===== src/rtl/core/safs_pkg.sv =====
`default_nettype none

package safs_pkg;

   // largest frame count the animation can use
   localparam logic [8:0] MAX_FRAMES = 9'd256;

   typedef enum logic [2:0] {
      REG_FRAME_PERIOD   = 3'd0,
      REG_NUM_FRAMES     = 3'd1,
      REG_FRAMES_PER_ROW = 3'd2,
      REG_CYCLIC         = 3'd3,
      REG_START_X        = 3'd4,
      REG_START_Y        = 3'd5,
      REG_PITCH_X        = 3'd6,
      REG_PITCH_Y        = 3'd7
   } reg_idx_type;

   typedef struct packed {
      logic [15:0] frame_period;
      logic [8:0]  num_frames;
      logic [8:0]  frames_per_row;
      logic        cyclic;
      logic [11:0] start_x;
      logic [11:0] start_y;
      logic [11:0] pitch_x;
      logic [11:0] pitch_y;
   } cfg_type;

   localparam cfg_type CFG_RESET = '{
      frame_period:   16'd1,
      num_frames:     9'd1,
      frames_per_row: 9'd1,
      cyclic:         1'b1,
      start_x:        12'd0,
      start_y:        12'd0,
      pitch_x:        12'd0,
      pitch_y:        12'd0
   };

   // controller to datapath
   typedef struct packed {
      logic load_item;
      logic restart;
      logic add;
      logic div_start;
      logic div_step;
      logic step;
      logic pos_start;
      logic pos_step;
      logic mul;
      logic out_load;
   } cmd_type;

   // datapath to controller
   typedef struct packed {
      logic restart;
      logic skip;
      logic short_tick;
      logic cnt_zero;
   } status_type;

endpackage

`default_nettype wire


===== src/rtl/core/sprite_animation_frame_stepper_core.sv =====
// sprite animation frame stepper
//
// req channel: one beat per item, req_op 0 adds req_delta_time ticks to the time
// accumulator, req_op 1 restarts at frame zero. a beat is taken when req_valid
// is high and req_stall low; req_stall is high while an item is being worked.
// rsp channel: exactly one beat per item with the frame index, its sheet
// position and the finished / frame_changed flags, held while rsp_stall is high.
// csr port: apb-style, register i at byte address 4*i, pready tied high;
// write registers only while the block is idle.
// paths: a restart, a paused tick or a tick on a finished acyclic run skips the
// divide and goes straight to the position step, as does a tick short of a whole
// period; an advancing tick runs the bit-serial period divider, one quotient bit
// a cycle, then an 8-step frame-per-row divider and one multiply stage.
// one item in flight; the next beat is taken the cycle after the result is loaded;
// while the receiver stalls, a finished item waits for the output register and
// req_stall stays high.
// reset (synchronous) clears the frame and accumulator and loads the
// register defaults: period 1, one frame, one frame per row, cyclic.
`default_nettype none

module sprite_animation_frame_stepper_core #(
   parameter int unsigned TIME_BITS = 16
) (
   input  wire logic        clock,
   input  wire logic        reset,
   // request beats
   input  wire logic        req_valid,
   output logic             req_stall,
   input  wire logic        req_op,
   input  wire logic [15:0] req_delta_time,
   // response beats
   output logic             rsp_valid,
   input  wire logic        rsp_stall,
   output logic [7:0]       rsp_frame_index,
   output logic [20:0]      rsp_pos_x,
   output logic [20:0]      rsp_pos_y,
   output logic             rsp_finished,
   output logic             rsp_frame_changed,
   // register port
   input  wire logic        csr_psel,
   input  wire logic        csr_penable,
   input  wire logic        csr_pwrite,
   input  wire logic [4:0]  csr_paddr,
   input  wire logic [31:0] csr_pwdata,
   output logic [31:0]      csr_prdata,
   output logic             csr_pready
);
   import safs_pkg::*;

   cfg_type    cfg;
   cmd_type    cmd;
   status_type status;

   // configuration registers
   safs_csr u_csr (
      .clock       (clock),
      .reset       (reset),
      .csr_psel    (csr_psel),
      .csr_penable (csr_penable),
      .csr_pwrite  (csr_pwrite),
      .csr_paddr   (csr_paddr),
      .csr_pwdata  (csr_pwdata),
      .csr_prdata  (csr_prdata),
      .csr_pready  (csr_pready),
      .cfg         (cfg)
   );

   // sequencing of the item through evaluate, divide, step, position, output
   safs_ctrl u_ctrl (
      .clock     (clock),
      .reset     (reset),
      .req_valid (req_valid),
      .req_stall (req_stall),
      .rsp_valid (rsp_valid),
      .rsp_stall (rsp_stall),
      .status    (status),
      .cmd       (cmd)
   );

   // accumulator, frame state, dividers, multipliers and output register
   safs_dpath #(
      .TIME_BITS (TIME_BITS)
   ) u_dpath (
      .clock             (clock),
      .reset             (reset),
      .cfg               (cfg),
      .cmd               (cmd),
      .status            (status),
      .req_op            (req_op),
      .req_delta_time    (req_delta_time),
      .rsp_frame_index   (rsp_frame_index),
      .rsp_pos_x         (rsp_pos_x),
      .rsp_pos_y         (rsp_pos_y),
      .rsp_finished      (rsp_finished),
      .rsp_frame_changed (rsp_frame_changed)
   );

endmodule

`default_nettype wire


===== src/rtl/core/safs_csr.sv =====
`default_nettype none

module safs_csr (
   input  wire logic             clock,
   input  wire logic             reset,
   input  wire logic             csr_psel,
   input  wire logic             csr_penable,
   input  wire logic             csr_pwrite,
   input  wire logic [4:0]       csr_paddr,
   input  wire logic [31:0]      csr_pwdata,
   output logic [31:0]           csr_prdata,
   output logic                  csr_pready,
   output safs_pkg::cfg_type     cfg
);
   import safs_pkg::*;

   cfg_type     cfg_ff;
   cfg_type     cfg_in;
   reg_idx_type idx;
   logic        wr_en;

   assign idx        = reg_idx_type'(csr_paddr[4:2]);
   assign wr_en      = csr_psel && csr_penable && csr_pwrite;
   assign csr_pready = 1'b1;
   assign cfg        = cfg_ff;

   always_comb begin
      cfg_in = cfg_ff;
      if (wr_en) begin
         unique case (idx)
            REG_FRAME_PERIOD:   cfg_in.frame_period   = csr_pwdata[15:0];
            REG_NUM_FRAMES:     cfg_in.num_frames     = csr_pwdata[8:0];
            REG_FRAMES_PER_ROW: cfg_in.frames_per_row = csr_pwdata[8:0];
            REG_CYCLIC:         cfg_in.cyclic         = csr_pwdata[0];
            REG_START_X:        cfg_in.start_x        = csr_pwdata[11:0];
            REG_START_Y:        cfg_in.start_y        = csr_pwdata[11:0];
            REG_PITCH_X:        cfg_in.pitch_x        = csr_pwdata[11:0];
            REG_PITCH_Y:        cfg_in.pitch_y        = csr_pwdata[11:0];
            default:            cfg_in = cfg_ff;
         endcase
      end
   end

   always_comb begin
      unique case (idx)
         REG_FRAME_PERIOD:   csr_prdata = {16'd0, cfg_ff.frame_period};
         REG_NUM_FRAMES:     csr_prdata = {23'd0, cfg_ff.num_frames};
         REG_FRAMES_PER_ROW: csr_prdata = {23'd0, cfg_ff.frames_per_row};
         REG_CYCLIC:         csr_prdata = {31'd0, cfg_ff.cyclic};
         REG_START_X:        csr_prdata = {20'd0, cfg_ff.start_x};
         REG_START_Y:        csr_prdata = {20'd0, cfg_ff.start_y};
         REG_PITCH_X:        csr_prdata = {20'd0, cfg_ff.pitch_x};
         REG_PITCH_Y:        csr_prdata = {20'd0, cfg_ff.pitch_y};
         default:            csr_prdata = 32'd0;
      endcase
   end

   always_ff @(posedge clock) begin
      if (reset) begin
         cfg_ff <= CFG_RESET;
      end else begin
         cfg_ff <= cfg_in;
      end
   end

endmodule

`default_nettype wire


===== src/rtl/core/safs_ctrl.sv =====
`default_nettype none

module safs_ctrl (
   input  wire logic              clock,
   input  wire logic              reset,
   input  wire logic              req_valid,
   output logic                   req_stall,
   output logic                   rsp_valid,
   input  wire logic              rsp_stall,
   input  wire safs_pkg::status_type status,
   output safs_pkg::cmd_type      cmd
);
   import safs_pkg::*;

   typedef enum logic [2:0] {
      ST_IDLE,
      ST_EVAL,
      ST_CHECK,
      ST_DIV,
      ST_STEP,
      ST_PSTART,
      ST_POS,
      ST_OUT
   } state_type;

   state_type state_ff;
   state_type state_in;
   logic      rsp_valid_ff;
   logic      rsp_valid_in;
   logic      mul_ff;
   logic      mul_in;

   assign req_stall = (state_ff != ST_IDLE);
   assign rsp_valid = rsp_valid_ff;

   always_comb begin
      cmd          = '0;
      state_in     = state_ff;
      mul_in       = 1'b0;
      rsp_valid_in = rsp_valid_ff && rsp_stall;
      unique case (state_ff)
         ST_IDLE: begin
            if (req_valid) begin
               cmd.load_item = 1'b1;
               state_in      = ST_EVAL;
            end
         end
         ST_EVAL: begin
            if (status.restart) begin
               cmd.restart = 1'b1;
               state_in    = ST_PSTART;
            end else if (status.skip) begin
               state_in = ST_PSTART;
            end else begin
               cmd.add  = 1'b1;
               state_in = ST_CHECK;
            end
         end
         ST_CHECK: begin
            if (status.short_tick) begin
               state_in = ST_PSTART;
            end else begin
               cmd.div_start = 1'b1;
               state_in      = ST_DIV;
            end
         end
         ST_DIV: begin
            cmd.div_step = 1'b1;
            if (status.cnt_zero) begin
               state_in = ST_STEP;
            end
         end
         ST_STEP: begin
            cmd.step = 1'b1;
            state_in = ST_PSTART;
         end
         ST_PSTART: begin
            cmd.pos_start = 1'b1;
            state_in      = ST_POS;
         end
         ST_POS: begin
            cmd.pos_step = 1'b1;
            if (status.cnt_zero) begin
               mul_in   = 1'b1;
               state_in = ST_OUT;
            end
         end
         ST_OUT: begin
            // first cycle here forms the products, output waits for a free register
            if (mul_ff) begin
               cmd.mul = 1'b1;
            end else if (!rsp_valid_ff || !rsp_stall) begin
               cmd.out_load = 1'b1;
               rsp_valid_in = 1'b1;
               state_in     = ST_IDLE;
            end
         end
         default: state_in = ST_IDLE;
      endcase
   end

   always_ff @(posedge clock) begin
      if (reset) begin
         state_ff     <= ST_IDLE;
         rsp_valid_ff <= 1'b0;
         mul_ff       <= 1'b0;
      end else begin
         state_ff     <= state_in;
         rsp_valid_ff <= rsp_valid_in;
         mul_ff       <= mul_in;
      end
   end

   a_accept_to_eval: assert property (@(posedge clock) disable iff (reset)
      (req_valid && !req_stall) |=> (state_ff == ST_EVAL))
      else $error("accepted beat did not start evaluation");

   a_div_holds: assert property (@(posedge clock) disable iff (reset)
      (state_ff == ST_DIV && !status.cnt_zero) |=> (state_ff == ST_DIV))
      else $error("divider left before last step");

   a_load_sets_valid: assert property (@(posedge clock) disable iff (reset)
      cmd.out_load |=> (rsp_valid_ff && state_ff == ST_IDLE))
      else $error("result load did not raise valid");

   a_mul_before_load: assert property (@(posedge clock) disable iff (reset)
      cmd.mul |=> !mul_ff)
      else $error("product stage repeated");

endmodule

`default_nettype wire


===== src/rtl/core/safs_dpath.sv =====
`default_nettype none

module safs_dpath #(
   parameter int unsigned TIME_BITS = 16
) (
   input  wire logic                 clock,
   input  wire logic                 reset,
   input  wire safs_pkg::cfg_type    cfg,
   input  wire safs_pkg::cmd_type    cmd,
   output safs_pkg::status_type      status,
   input  wire logic                 req_op,
   input  wire logic [15:0]          req_delta_time,
   output logic [7:0]                rsp_frame_index,
   output logic [20:0]               rsp_pos_x,
   output logic [20:0]               rsp_pos_y,
   output logic                      rsp_finished,
   output logic                      rsp_frame_changed
);
   import safs_pkg::*;

   localparam int unsigned AccW = TIME_BITS + 1;
   localparam int unsigned CmpW = (AccW > 16) ? AccW : 16;
   localparam int unsigned SumW = AccW + 1;
   localparam int unsigned CntW = $clog2(AccW);

   // animation state
   logic [7:0]      frame_ff, frame_in;
   logic [AccW-1:0] acc_ff, acc_in;

   // item and working registers
   logic            op_ff;
   logic [15:0]     delta_ff;
   logic [AccW-1:0] quo_ff, quo_in;
   logic [15:0]     rem_ff, rem_in;
   logic [7:0]      qmod_ff, qmod_in;
   logic [7:0]      fmod_ff, fmod_in;
   logic [7:0]      fsh_ff, fsh_in;
   logic [3:0]      fcnt_ff, fcnt_in;
   logic [CntW-1:0] cnt_ff, cnt_in;
   logic [7:0]      psh_ff, psh_in;
   logic [7:0]      prem_ff, prem_in;
   logic [19:0]     prodx_ff, prody_ff;
   logic            fin_ff, fin_in;
   logic            chg_ff, chg_in;

   logic [8:0]      eff_n;
   logic [8:0]      eff_fpr;
   logic [7:0]      last;
   logic [AccW-1:0] acc_sum;
   logic [16:0]     rem_sh;
   logic [16:0]     rem_diff;
   logic            ge;
   logic [8:0]      qm_t;
   logic [8:0]      fm_t;
   logic [8:0]      pm_t;
   logic            pge;
   logic [8:0]      cyc_sum;
   logic [8:0]      cyc_red;
   logic [SumW-1:0] lin_sum;
   logic            lin_fin;

   always_comb begin
      if (cfg.num_frames == 9'd0) begin
         eff_n = 9'd1;
      end else if (cfg.num_frames > MAX_FRAMES) begin
         eff_n = MAX_FRAMES;
      end else begin
         eff_n = cfg.num_frames;
      end
   end

   assign eff_fpr = (cfg.frames_per_row == 9'd0) ? 9'd1 : cfg.frames_per_row;
   assign last    = 8'(eff_n - 9'd1);
   assign acc_sum = acc_ff + AccW'(delta_ff);

   assign status.restart    = op_ff;
   assign status.skip       = (cfg.frame_period == 16'd0) ||
                              (!cfg.cyclic && frame_ff == last);
   assign status.short_tick = CmpW'(acc_ff) < CmpW'(cfg.frame_period);
   assign status.cnt_zero   = (cnt_ff == '0);

   // restoring divide step, quotient bits also reduced mod frame count
   assign rem_sh   = {rem_ff, quo_ff[AccW-1]};
   assign rem_diff = rem_sh - {1'b0, cfg.frame_period};
   assign ge       = rem_sh >= {1'b0, cfg.frame_period};
   assign qm_t     = {qmod_ff, ge};
   assign fm_t     = {fmod_ff, fsh_ff[7]};

   // frame to column and row
   assign pm_t = {prem_ff, psh_ff[7]};
   assign pge  = pm_t >= eff_fpr;

   // new frame, wrapping or clamping
   assign cyc_sum = {1'b0, fmod_ff} + {1'b0, qmod_ff};
   assign cyc_red = (cyc_sum >= eff_n) ? (cyc_sum - eff_n) : cyc_sum;
   assign lin_sum = SumW'(frame_ff) + SumW'(quo_ff);
   assign lin_fin = lin_sum >= SumW'(last);

   always_comb begin
      frame_in = frame_ff;
      acc_in   = acc_ff;
      quo_in   = quo_ff;
      rem_in   = rem_ff;
      qmod_in  = qmod_ff;
      fmod_in  = fmod_ff;
      fsh_in   = fsh_ff;
      fcnt_in  = fcnt_ff;
      cnt_in   = cnt_ff;
      psh_in   = psh_ff;
      prem_in  = prem_ff;
      fin_in   = fin_ff;
      chg_in   = chg_ff;

      if (cmd.load_item) begin
         fin_in = 1'b0;
         chg_in = 1'b0;
      end
      if (cmd.restart) begin
         frame_in = 8'd0;
         chg_in   = 1'b1;
      end
      if (cmd.add) begin
         acc_in = acc_sum;
      end
      if (cmd.div_start) begin
         quo_in  = acc_ff;
         rem_in  = 16'd0;
         qmod_in = 8'd0;
         fmod_in = 8'd0;
         fsh_in  = frame_ff;
         fcnt_in = 4'd8;
         cnt_in  = CntW'(AccW - 1);
      end
      if (cmd.div_step) begin
         quo_in  = {quo_ff[AccW-2:0], ge};
         rem_in  = ge ? rem_diff[15:0] : rem_sh[15:0];
         qmod_in = (qm_t >= eff_n) ? 8'(qm_t - eff_n) : qm_t[7:0];
         cnt_in  = cnt_ff - 1'b1;
         if (fcnt_ff != 4'd0) begin
            fmod_in = (fm_t >= eff_n) ? 8'(fm_t - eff_n) : fm_t[7:0];
            fsh_in  = {fsh_ff[6:0], 1'b0};
            fcnt_in = fcnt_ff - 4'd1;
         end
      end
      if (cmd.step) begin
         acc_in = AccW'(rem_ff);
         chg_in = 1'b1;
         if (cfg.cyclic) begin
            frame_in = cyc_red[7:0];
            fin_in   = 1'b0;
         end else begin
            frame_in = lin_fin ? last : lin_sum[7:0];
            fin_in   = lin_fin;
         end
      end
      if (cmd.pos_start) begin
         psh_in  = frame_ff;
         prem_in = 8'd0;
         cnt_in  = CntW'(7);
      end
      if (cmd.pos_step) begin
         psh_in  = {psh_ff[6:0], pge};
         prem_in = pge ? 8'(pm_t - eff_fpr) : pm_t[7:0];
         cnt_in  = cnt_ff - 1'b1;
      end
   end

   always_ff @(posedge clock) begin
      if (reset) begin
         frame_ff <= 8'd0;
         acc_ff   <= '0;
      end else begin
         frame_ff <= frame_in;
         acc_ff   <= acc_in;
      end
   end

   always_ff @(posedge clock) begin
      if (cmd.load_item) begin
         op_ff    <= req_op;
         delta_ff <= req_delta_time;
      end
      quo_ff  <= quo_in;
      rem_ff  <= rem_in;
      qmod_ff <= qmod_in;
      fmod_ff <= fmod_in;
      fsh_ff  <= fsh_in;
      fcnt_ff <= fcnt_in;
      cnt_ff  <= cnt_in;
      psh_ff  <= psh_in;
      prem_ff <= prem_in;
      fin_ff  <= fin_in;
      chg_ff  <= chg_in;
      if (cmd.mul) begin
         prodx_ff <= 20'(prem_ff) * 20'(cfg.pitch_x);
         prody_ff <= 20'(psh_ff) * 20'(cfg.pitch_y);
      end
      if (cmd.out_load) begin
         rsp_frame_index   <= frame_ff;
         rsp_pos_x         <= 21'(cfg.start_x) + 21'(prodx_ff);
         rsp_pos_y         <= 21'(cfg.start_y) + 21'(prody_ff);
         rsp_finished      <= fin_ff;
         rsp_frame_changed <= chg_ff;
      end
   end

   a_frame_in_range: assert property (@(posedge clock) disable iff (reset)
      cmd.step |=> ({1'b0, frame_ff} < eff_n))
      else $error("stepped frame beyond frame count");

   a_rem_below_period: assert property (@(posedge clock) disable iff (reset)
      cmd.div_step |=> (rem_ff < cfg.frame_period))
      else $error("divider remainder not below period");

   a_flags_cleared: assert property (@(posedge clock) disable iff (reset)
      cmd.load_item |=> (!fin_ff && !chg_ff))
      else $error("result flags not cleared for new beat");

endmodule

`default_nettype wire


===== config.mk =====
export PLATFORM = sky130hd
export DESIGN_NAME = sprite_animation_frame_stepper_core
export DESIGN_NICKNAME = d
export VERILOG_FILES = /design/src/rtl/core/safs_pkg.sv /design/src/rtl/core/sprite_animation_frame_stepper_core.sv /design/src/rtl/core/safs_csr.sv /design/src/rtl/core/safs_ctrl.sv /design/src/rtl/core/safs_dpath.sv
export SDC_FILE = /design/constraint.sdc
export NUM_CORES = 1
export LEC_CHECK = 0
export BUFFER_PORTS_ARGS = -buffer_cell sky130_fd_sc_hd__buf_2
export CAP_MARGIN = 20
export CORE_ASPECT_RATIO = 1.4
export CORE_UTILIZATION = 50
export CTS_BUF_LIST = sky130_fd_sc_hd__clkbuf_4
export DETAILED_ROUTE_END_ITERATION = 8
export GPL_ROUTABILITY_DRIVEN = 0
export HOLD_SLACK_MARGIN = 0.08
export PLACE_DENSITY = 0.7
export REMOVE_ABC_BUFFERS = 1
export SYNTH_ARGS = -nofsm -noshare
export SYNTH_HDL_FRONTEND = slang
export SYNTH_SLANG_ARGS = --single-unit
export TNS_END_PERCENT = 30

===== constraint.sdc =====
create_clock -name clock -period 5.2 [get_ports clock]
set_input_delay 0.78 -clock clock [delete_from_list [all_inputs] [get_ports clock]]
set_output_delay 0.78 -clock clock [all_outputs]
set_load 0.05 [all_outputs]

## Word level (Yosys, flattened, before mapping)

Index checks and enable logic that the tools add are counted.

| word-level totals | value |
|---|---|
| bits in latches | 0 |
| memory bits (writable) | 0 |
| flip-flop bits (word level) | 306 |
| bits in read-only memories | 0 |
| output and inout port bits | 87 |
| memories kept | 0 |

| operators by class | value |
|---|---|
| order comparisons | 8 |
| shift-type cells | 0 |
| eq/ne operators | 20 |
| bitwise gates (word level) | 1 |
| reductions and logical operators | 35 |
| multiplexer cells | 70 |
| multiply operators | 2 |
| div/mod/pow operators | 0 |
| $add $sub $neg | 13 |

Operators by type and width:

| cell | count |
|---|---|
| $pmux W32 S8 | 1 |
| $mux W8 | 20 |
| $mux W16 | 5 |
| $add A12 B20 Y21 | 2 |
| $mul A8 B12 Y20 | 2 |
| $ge A9 B9 Y1 | 4 |
| $mux W17 | 2 |
| $sub A8 B8 Y8 | 4 |
| $mux W9 | 3 |
| $eq A3 B3 Y1 const B | 8 |
| $mux W3 | 8 |
| $pmux W3 S8 | 1 |
| $mux W1 | 21 |
| $mux W5 | 4 |
| $add A8 B17 Y18 | 1 |
| $ge A18 B8 Y1 | 1 |
| $logic_not A9 Y1 | 2 |
| $add A17 B16 Y17 | 1 |
| $ge A17 B16 Y1 | 1 |
| $lt A17 B16 Y1 | 1 |
| $logic_not A16 Y1 | 1 |
| $reduce_and A2 Y1 | 8 |
| $sub A16 B16 Y16 | 1 |
| $eq A3 B2 Y1 const B | 4 |
| 22 further kinds | 43 |

## Longest topological paths before layout

Gate-level depths: netlist (run 1).

| depth | value |
|---|---|
| word-level depth | 12 |
| depth in mapped cells | 20 |
| mapped depth without buffers | 19 |

## By module

A second synthesis (run 1) with hierarchy kept.

| second synthesis, totals | value |
|---|---|
| cells, all modules | 2563 |
| area total of the unflattened synthesis | 24264.5 um2 |

Modules (own cells, without submodules):

| module | sequential area each (um2) | area each (um2) | cells an instance | times used |
|---|---|---|---|---|
| safs_dpath | 6085.8 | 19910.3 | 2028 | 1 |
| safs_csr | 1661.6 | 3931.3 | 483 | 1 |
| safs_ctrl | 100.1 | 422.9 | 52 | 1 |

## Worst setup path after synthesis (run 1)

Ideal clock, no wire load.

| path | value |
|---|---|
| path kind | register to register |
| start point | reg u_ctrl.state_ff[0] |
| end point | reg u_dpath.rsp_finished, enable pin |
| cell stages (with the launch flop) | 4 |
| path slack | -85 ps |
| data required time | 4658 ps |
| arrival | 4743 ps |
| clock period less this slack | 5285 ps |
| setup time | 542 ps |
| cells stage by stage | dfxtp_1 -> clkbuf_1 -> nand3_1 -> a211oi_1 |

RTL lines:

| item | RTL line | source |
|---|---|---|
| start, declared | safs_ctrl.sv:26 | `state_type state_ff;` |
| start signal, assigned | safs_ctrl.sv:108 | `state_ff <= state_in;` |
| end signal, assigned | safs_dpath.sv:202 | `rsp_finished <= fin_ff;` |
| end, declared | safs_dpath.sv:16 | `output logic rsp_finished,` |

## Final worst setup path (run 1)

| path | value |
|---|---|
| start point | reg u_dpath.prem_ff[4] |
| end point | reg u_dpath.prodx_ff[19] (data pin) |

| between the ends | value |
|---|---|
| longest elaborated chain between the ends | 1 |

Ends and longest elaborated chain:

| item | RTL line | source |
|---|---|---|
| start, declared | safs_dpath.sv:41 | `logic [7:0] prem_ff, prem_in;` |
| start signal, assigned | safs_dpath.sv:191 | `prem_ff <= prem_in;` |
| $mul A8 B12 Y20 | safs_dpath.sv:195 | `prodx_ff <= 20'(prem_ff) * 20'(cfg.pitch_x);` |
| end signal, assigned | safs_dpath.sv:195 |  |
| end, declared | safs_dpath.sv:42 | `logic [19:0] prodx_ff, prody_ff;` |

No other way between the ends.
A chain may end at the register's enable or synchronous reset.

==> results of run 1 <==
worst paths after layout:
check | from | end | slack (ps) | depth (start not counted)
hold reg to reg | u_dpath.fin_ff | u_dpath.rsp_finished | 430 | 0
setup reg to reg | u_dpath.prem_ff[4] | u_dpath.prodx_ff[19] | 220 | 16
setup / recovery | u_dpath.prem_ff[4] | u_dpath.prodx_ff[19] | 220 | 16
hold / removal | req_delta_time[6] | u_dpath.delta_ff[6] | 160 | 1
through the flow:
step	total power, mW	cells	worst slack, ps	instance area [sq um]
final	9.25	3407	217	26400
after global routing	9.85	3407	5.71	26400
after CTS	9.25	3406	188	26400
after detailed placement	7.05	3266	214	25400
after global placement	6.89	3265	224	25400
after floorplan	6.03	2469	40.9	23600
synthesized netlist by cell type (all sizes together) (11+ instances only):
| cell type | number | area share, % |
|---|---|---|
| edfxtp | 172 | 21 |
| o21a | 30 | 0.94 |
| nor3 | 56 | 1.2 |
| a21oi | 130 | 2.7 |
| ha | 215 | 11 |
| a21o | 19 | 0.59 |
| o31ai | 11 | 0.34 |
| o211ai | 13 | 0.41 |
| xor2 | 28 | 1.0 |
| nor2b | 29 | 0.75 |
| or3 | 19 | 0.49 |
| and3 | 14 | 0.36 |
| o21ai | 100 | 2.1 |
| a211oi | 38 | 1.2 |
| buf | 34 | 0.84 |
| nand4 | 17 | 0.44 |
| inv | 231 | 3.6 |
| nand2 | 280 | 4.4 |
| mux2i | 119 | 5.0 |
| o21bai | 12 | 0.37 |
| nand3 | 45 | 0.94 |
| xnor2 | 91 | 3.3 |
| and2 | 113 | 2.9 |
| fa | 130 | 11 |
| dfxtp | 134 | 11 |
| nor2 | 220 | 3.4 |
| nand2b | 25 | 0.65 |
| mux2 | 16 | 0.75 |
| clkbuf | 83 | 1.3 |
area by class of cell:
cell class | instances | area share, %
Multi-Input combinational cell | 1932 | 56.4
Sequential cell | 306 | 29.7
Timing Repair Buffer | 173 | 3.86
Clock buffer | 125 | 3.55
Inverter | 231 | 3.28
Tap cell | 624 | 2.95
Clock inverter | 15 | 0.331
Antenna cell | 1 | 0.00946
metal layers:
layer	vias up	track usage (%)
met5	-	0
met4	4	12.9
met3	176	4.46
met2	707	48.3
met1	9490	30.0
li1	9200	-
flip-flops by register name (all words and copies together), names as in the netlist, 3 cells and up:
signal                   count
u_csr.cfg                   83
u_dpath.rsp_pos_x           21
u_dpath.rsp_pos_y           21
u_dpath.prodx_ff            20
u_dpath.prody_ff            20
u_dpath.acc_ff              17
u_dpath.quo_ff              17
u_dpath.delta_ff            16
u_dpath.rem_ff              16
u_dpath.fmod_ff              8
u_dpath.frame_ff             8
u_dpath.fsh_ff               8
u_dpath.prem_ff              8
u_dpath.psh_ff               8
u_dpath.qmod_ff              8
u_dpath.rsp_frame_index      8
u_dpath.cnt_ff               5
u_dpath.fcnt_ff              4
u_ctrl.state_ff              3
power breakdown:
part           switching [mW]  internal, mW
registers               0.383          2.94
logic                    2.18          1.58
clock network            1.03          1.14
worst max-delay path: stages, from the launching register on:
cell,delay (ps)
sky130_fd_sc_hd__edfxtp_1,440
sky130_fd_sc_hd__and2_1,210
sky130_fd_sc_hd__fa_1,470
sky130_fd_sc_hd__fa_1,550
sky130_fd_sc_hd__inv_1,50
sky130_fd_sc_hd__fa_1,480
sky130_fd_sc_hd__fa_1,550
sky130_fd_sc_hd__inv_1,40
sky130_fd_sc_hd__ha_1,310
sky130_fd_sc_hd__o21ai_1,110
sky130_fd_sc_hd__a21boi_1,140
sky130_fd_sc_hd__o41ai_2,310
sky130_fd_sc_hd__buf_4,180
sky130_fd_sc_hd__o2111ai_1,200
sky130_fd_sc_hd__a311o_1,340
sky130_fd_sc_hd__a21o_1,190
sky130_fd_sc_hd__xnor2_1,120
cell families after synthesis:
kind of cell | count (synthesis)
adders and majority gates | 345
muxes | 140
buffers and inverters | 348
DFF | 306
and+or+nand+nor | 856
other | 2
xor gates and xnor gates | 120
AOI/OAI and AO/OA | 454
==> impl_metrics.py, run 1 <==
metrics = {
    "status": {
        "result_of_the_run": "finished, final reports clean",
    },
    "clock_tree": {
        "cts.clk_slew.worst_paths_ps": 80,
        "ctsLongestPathBuffers": 3,
        "cts_inserted_buffers": 78,
        "cts_tree": "yes",
        "ctsResizeCount": 0,
        "postCtsHoldBufs": 0,
        "clock_latency_ps": 810,
        "postCtsSetupBuffers": 0,
        "clock_tree.htree_level_count": 3,
        "cts.sink_count": 306,
        "cts.root.buffer_cell": "sky130_fd_sc_hd__clkbuf_4",
    },
    "placed_design": {
        "hpwlAfterDp_um": 49100,
        "buffers_on_ports": 112,
    },
    "synth": {
        "synthArstFlopShare_pct": 0,
        "synth_seq_cells": 306,
        "synth-adder-area-share_pct": 22.0,
        "synth_compound_gate_area_share_pct": 12.2,
        "yosys.area_share.simple_pct": 16.7,
        "synth_xor_area_share_pct": 4.43,
        "post_synth_instance_area_sq_um": 24000,
        "synth_sequential_area_ratio_pct": 32.7,
        "netlist-cell-type-count": 79,
        "muxShareOfSynthArea_pct": 6.17,
        "synth-edff-count": 172,
        "avgSynthCellArea_sq_um": 9.35,
        "dominant_combinational_cell_family_by_area_after_synthesis": "adder cells",
        "synth_cells": 2571,
        "ys.warnings.count": 0,
        "dominantRegCellSynth": "sky130_fd_sc_hd__edfxtp_1",
    },
    "die": {
        "horizontal_extent_of_the_die_um": 187,
        "io_pins": 148,
        "die_y_um": 261,
        "fp.dieArea_sq_um": 49000,
        "floorplan.initialDensity_pct": 51.0,
        "std_cell_rows": 94,
        "placeable_core_area_sq_um": 47200,
    },
    "global_route": {
        "number_of_global_route_vias_before_repair": 19808,
        "antenna_found_initial": 3,
        "grt_pass1_wl_um": 103000,
        "global_route.usage.total_pct": 26.5,
        "global_route.overflow_total": 0,
        "pin_count_of_the_biggest_net_entering_global_routing": 82,
    },
    "routing": {
        "route.detailed.drc": 0,
        "detail_route.wl_per_cell_um": 18.9,
        "vias_per_cell": 5.75,
        "drt-total-wl_um": 64200,
        "num_vias": 19577,
        "route.met2.wl_um": 33000,
        "drt_iter0_markers": 1259,
        "ant_nets": 0,
        "m1WireLength_um": 24800,
        "drt_pre_antenna_iters": 6,
        "dr.max_layer_used": "met5",
        "routed-wl-met3_um": 3800,
    },
    "layout": {
        "final_core_util_pct": 56.1,
        "ff_latch_area_sq_um": 7850,
        "drive_gt1_share_pct": 12.6,
        "most_common_cell_after_layout_fill_and_taps_aside": "sky130_fd_sc_hd__nand2_1",
        "multiInputGateArea_sq_um": 14900,
        "filler_cell_count": 4130,
        "final_nets": 3128,
        "areaGrowthSynthToFinish_pct": 10.0,
        "most-common-layout-cells": "sky130_fd_sc_hd__nand2_1, sky130_fd_sc_hd__inv_1, sky130_fd_sc_hd__nor2_1",
    },
    "timing": {
        "final_period_minus_worst_setup_slack_ps": 4980,
        "rsz_0062_raised_after_global_routing": "false",
        "final_min_period_over_clock_period_pct": 95.8,
        "worst_case_hold_slack_ps": 158,
        "setup_tns_ps": 0,
        "slew-limit-headroom_pct": 25.9,
        "fin_skew_ps": 48.6,
        "setup_violations": 0,
        "final-hold-violation-count": 0,
        "final_max_slew_viol_count": 0,
        "worst_slew_pin_slew_ps": 1080,
        "max_clock_freq_mhz": 201,
    },
    "setup_path": {
        "critical_path_peak_fanout": 3,
        "arrival_ps": 5510,
        "criticalPathCategory": "reg -> reg",
        "worst-endpoint-required_ps": 5720,
        "critical_path.endpoint_type": "flop",
        "worst_setup_path_start_kind": "flop",
    },
    "hold_path": {
        "hold_path_class": "in -> reg",
    },
    "power_and_ir_drop": {
        "power.density_cell_area_nw_per_um2": 350,
        "power_leakage_nw": 11.2,
        "worst_ir_drop_vdd_v": 0.000203,
    },
    "job": {
        "cap_violations": 0,
    },
}
(Power assumes the default switching activity.)
==> inputs of run 2 (changes only) <==
Settings changed: SYNTH_HIERARCHICAL set to 1.
==> run 2 against run 1 <==
Sequential power is 3% lower. Highest routed layer is now met4. Worst hold slack lost 4.4 ps. Critical path type unchanged. Total power fell by 3.0%. Sequential share of layout area decreased by 0.36 points. Clock power up 4%.
==> impl_metrics.py, run 2 <==
metrics = {
    "clock_tree": {
        "cts_inserted_buffers": 81,
        "clock_tree.htree_level_count": 3,
        "cts.sink_count": 306,
        "cts.clk_slew.worst_paths_ps": 70,
        "cts.root.buffer_cell": "sky130_fd_sc_hd__clkbuf_4",
        "clock_latency_ps": 820,
        "cts_tree": "yes",
        "ctsLongestPathBuffers": 3,
    },
    "die": {
        "floorplan.initialDensity_pct": 50.7,
        "std_cell_rows": 95,
        "horizontal_extent_of_the_die_um": 188,
        "die_y_um": 263,
        "io_pins": 148,
        "fp.dieArea_sq_um": 49400,
        "placeable_core_area_sq_um": 47900,
    },
    "setup_path": {
        "critical_path_peak_fanout": 4,
        "critical_path.endpoint_type": "flop",
        "cp_cell_sequence": "and2_1, fa_1, inv_1, fa_1, fa_1, inv_1, fa_1, ha_4, or2_1, a21oi_1, a21oi_1, a41o_1, o41a_1, a221o_1, a21oi_1, xnor2_1",
        "criticalPathCategory": "reg -> reg",
        "worst-endpoint-required_ps": 5740,
        "crit_path_top_delay_cell": "sky130_fd_sc_hd__fa_1",
        "worst_setup_path_start_kind": "flop",
        "timing.critical_path.mode_cell": "sky130_fd_sc_hd__fa_1",
        "arrival_ps": 5600,
        "critical-path-max-stage-delay_ps": 580,
    },
    "global_route": {
        "antenna_found_initial": 3,
        "global_route.overflow_total": 0,
        "global_route.usage.total_pct": 25.0,
        "number_of_global_route_vias_before_repair": 19574,
        "grt_pass1_wl_um": 97900,
        "pin_count_of_the_biggest_net_entering_global_routing": 64,
    },
    "timing": {
        "worst_slew_pin_slew_ps": 1050,
        "fin_skew_ps": 91.7,
        "final_max_slew_viol_count": 0,
        "slew-limit-headroom_pct": 29.7,
        "final_min_period_over_clock_period_pct": 97.3,
        "max_clock_freq_mhz": 198,
        "rsz_0062_raised_after_global_routing": "true",
        "worst_case_hold_slack_ps": 153,
        "final-hold-violation-count": 0,
        "setup_violations": 0,
        "final_period_minus_worst_setup_slack_ps": 5060,
    },
    "routing": {
        "ant_nets": 0,
        "drt_iter0_markers": 1114,
        "detail_route.wl_per_cell_um": 18.0,
        "route.met2.wl_um": 30800,
        "drt_pre_antenna_iters": 7,
        "routed-wl-met3_um": 3340,
        "drt-total-wl_um": 61500,
        "num_vias": 19400,
        "vias_per_cell": 5.67,
        "dr.max_layer_used": "met4",
        "m1WireLength_um": 23500,
        "route.detailed.drc": 0,
    },
    "layout": {
        "largest_register_ff_count": 83,
        "most-common-layout-cells": "sky130_fd_sc_hd__nand2_1, sky130_fd_sc_hd__inv_1, sky130_fd_sc_hd__ha_1",
        "fin_cells": 3422,
        "most_common_cell_after_layout_fill_and_taps_aside": "sky130_fd_sc_hd__nand2_1",
        "filler_cell_count": 4224,
        "drive_gt1_share_pct": 13.3,
        "areaGrowthSynthToFinish_pct": 10.3,
        "final_nets": 3133,
    },
    "power_and_ir_drop": {
        "power_leakage_nw": 11.5,
        "worst_ir_drop_vdd_v": 0.000208,
        "share_comb_of_total_power_pct": 39.0,
        "fraction_of_power_consumed_by_the_clock_network_pct": 25.1,
        "power.switching_fraction_pct": 37.4,
        "p_total_mw": 8.97,
        "p_sw_mw": 3.36,
        "power.density_cell_area_nw_per_um2": 335,
        "power.sequential.fraction_pct": 35.9,
        "intPower_mw": 5.62,
    },
    "placed_design": {
        "hpwlAfterDp_um": 47400,
        "total_placed_cells_including_tap_cells": 3258,
        "buffers_on_ports": 112,
    },
    "synth": {
        "ys.warnings.count": 6,
        "netlist.area_leader.share_pct": 21.3,
        "avgSynthCellArea_sq_um": 9.47,
        "post_synth_main_area_contributors": "sky130_fd_sc_hd__edfxtp_1, sky130_fd_sc_hd__ha_1, sky130_fd_sc_hd__dfxtp_1, sky130_fd_sc_hd__fa_1, sky130_fd_sc_hd__nand2_1",
        "synth_sequential_area_ratio_pct": 32.3,
        "synth_largest_area_cell": "sky130_fd_sc_hd__edfxtp_1",
        "synthMostInstantiatedCell": "sky130_fd_sc_hd__nand2_1",
        "synthArstFlopShare_pct": 0,
        "ys_top_cells_by_count": "sky130_fd_sc_hd__nand2_1, sky130_fd_sc_hd__inv_1, sky130_fd_sc_hd__ha_1",
        "dominantRegCellSynth": "sky130_fd_sc_hd__edfxtp_1",
        "synth-edff-count": 172,
        "synth_seq_cells": 306,
        "synth_cells": 2563,
        "netlist-cell-type-count": 91,
        "post_synth_instance_area_sq_um": 24300,
    },
    "hold_path": {
        "hold_path_class": "in -> reg",
    },
    "status": {
        "result_of_the_run": "finished, final reports clean",
    },
    "job": {
        "cap_violations": 0,
    },
}
run 2: changes by cell type after synthesis, sizes merged, moves of 20 or more:
cell	change
a21oi	+51
mux2i	-45
nor2	-44
o21ai	+35
nand2	-33
clkbuf	-20
run 2: metrics by stage:
| step | cell area, sq um | TNS [ps] | utilization (%) | setup slack, ps |
|---|---|---|---|---|
| after floorplan | 23800 | 0 | - | 57.6 |
| after global placement | 25500 | 0 | 53.2 | 179 |
| after detailed placement | 25500 | 0 | 53.2 | 110 |
| after CTS | 26700 | 0 | 55.7 | 119 |
| after global routing | 26800 | -18.9 | 55.9 | -18.9 |
| final | 26800 | 0 | 55.9 | 143 |
run 2: kinds of logic (layout without fill, tap and decap cells):
group                    after synthesis  in the layout  synth area share [%]
other                                  2             22                0.0310
AO/OA/AOI/OAI                        527            527                  13.7
buffers and inverters                351            560                  6.08
adder cells (fa/ha/maj)              345            345                  21.8
multiplexers                         114            114                  5.19
AND/OR/NAND/NOR                      788            788                  16.2
flip-flops                           306            306                  32.3
XOR/XNOR                             130            130                  4.69
run 2: final timing paths:
kind	start	end	slack [ps]	cells after the start
min	req_delta_time[1]	u_dpath/delta_ff[1]	150	1
max	u_dpath/prem_ff[4]	u_dpath/prodx_ff[19]	140	16
max reg2reg	u_dpath/prem_ff[4]	u_dpath/prodx_ff[19]	140	16
min reg2reg	u_dpath/fin_ff	u_dpath/rsp_finished	430	0
run 2: metal layers:
metal | track usage [%] | up-vias
met1 | 27.0 | 9332
met4 | 17.0 | 0
met5 | 0 | -
met3 | 4.06 | 176
met2 | 44.4 | 622
li1 | - | 9270
run 2: critical path, delay by kind of cell, from the launching register on:
family / cells / cell delay [ps]
XOR/XNOR: 1 / 80
AND/OR/NAND/NOR: 2 / 430
flip-flops: 1 / 430
AO/OA/AOI/OAI: 6 / 1390
adder cells (fa/ha/maj): 5 / 2350
buffers and inverters: 2 / 120
run 2: timing repair:
item	4_1_cts	5_1_grt
hold buffers	12	0
setup endpoints to repair	0	7
endpoints found under the hold margin	12	0
setup buffers	0	3
gates resized for setup	0	4
run 2: power groups by stage:
stage               clock network [mW]  registers (mW)  logic (mW)
CTS                               2.33            3.22        3.47
detailed placement                   0            3.27        3.44
global placement                     0            3.26        3.28
finish                            2.25            3.22        3.50
floorplan                            0            3.15        2.62
global route                      2.44            3.25        3.86
run 2: final cells by class:
cell class                 count  area [sq um]  area share (%)
sequential                   306          7850            29.3
clock inverter                23           173           0.645
antenna                        5          12.5          0.0467
timing repair buffer         173          1070            4.00
inverter                     244           916            3.42
clock buffer                 120           901            3.37
tap                          630           788            2.94
multi-input combinational   1921         15100            56.3
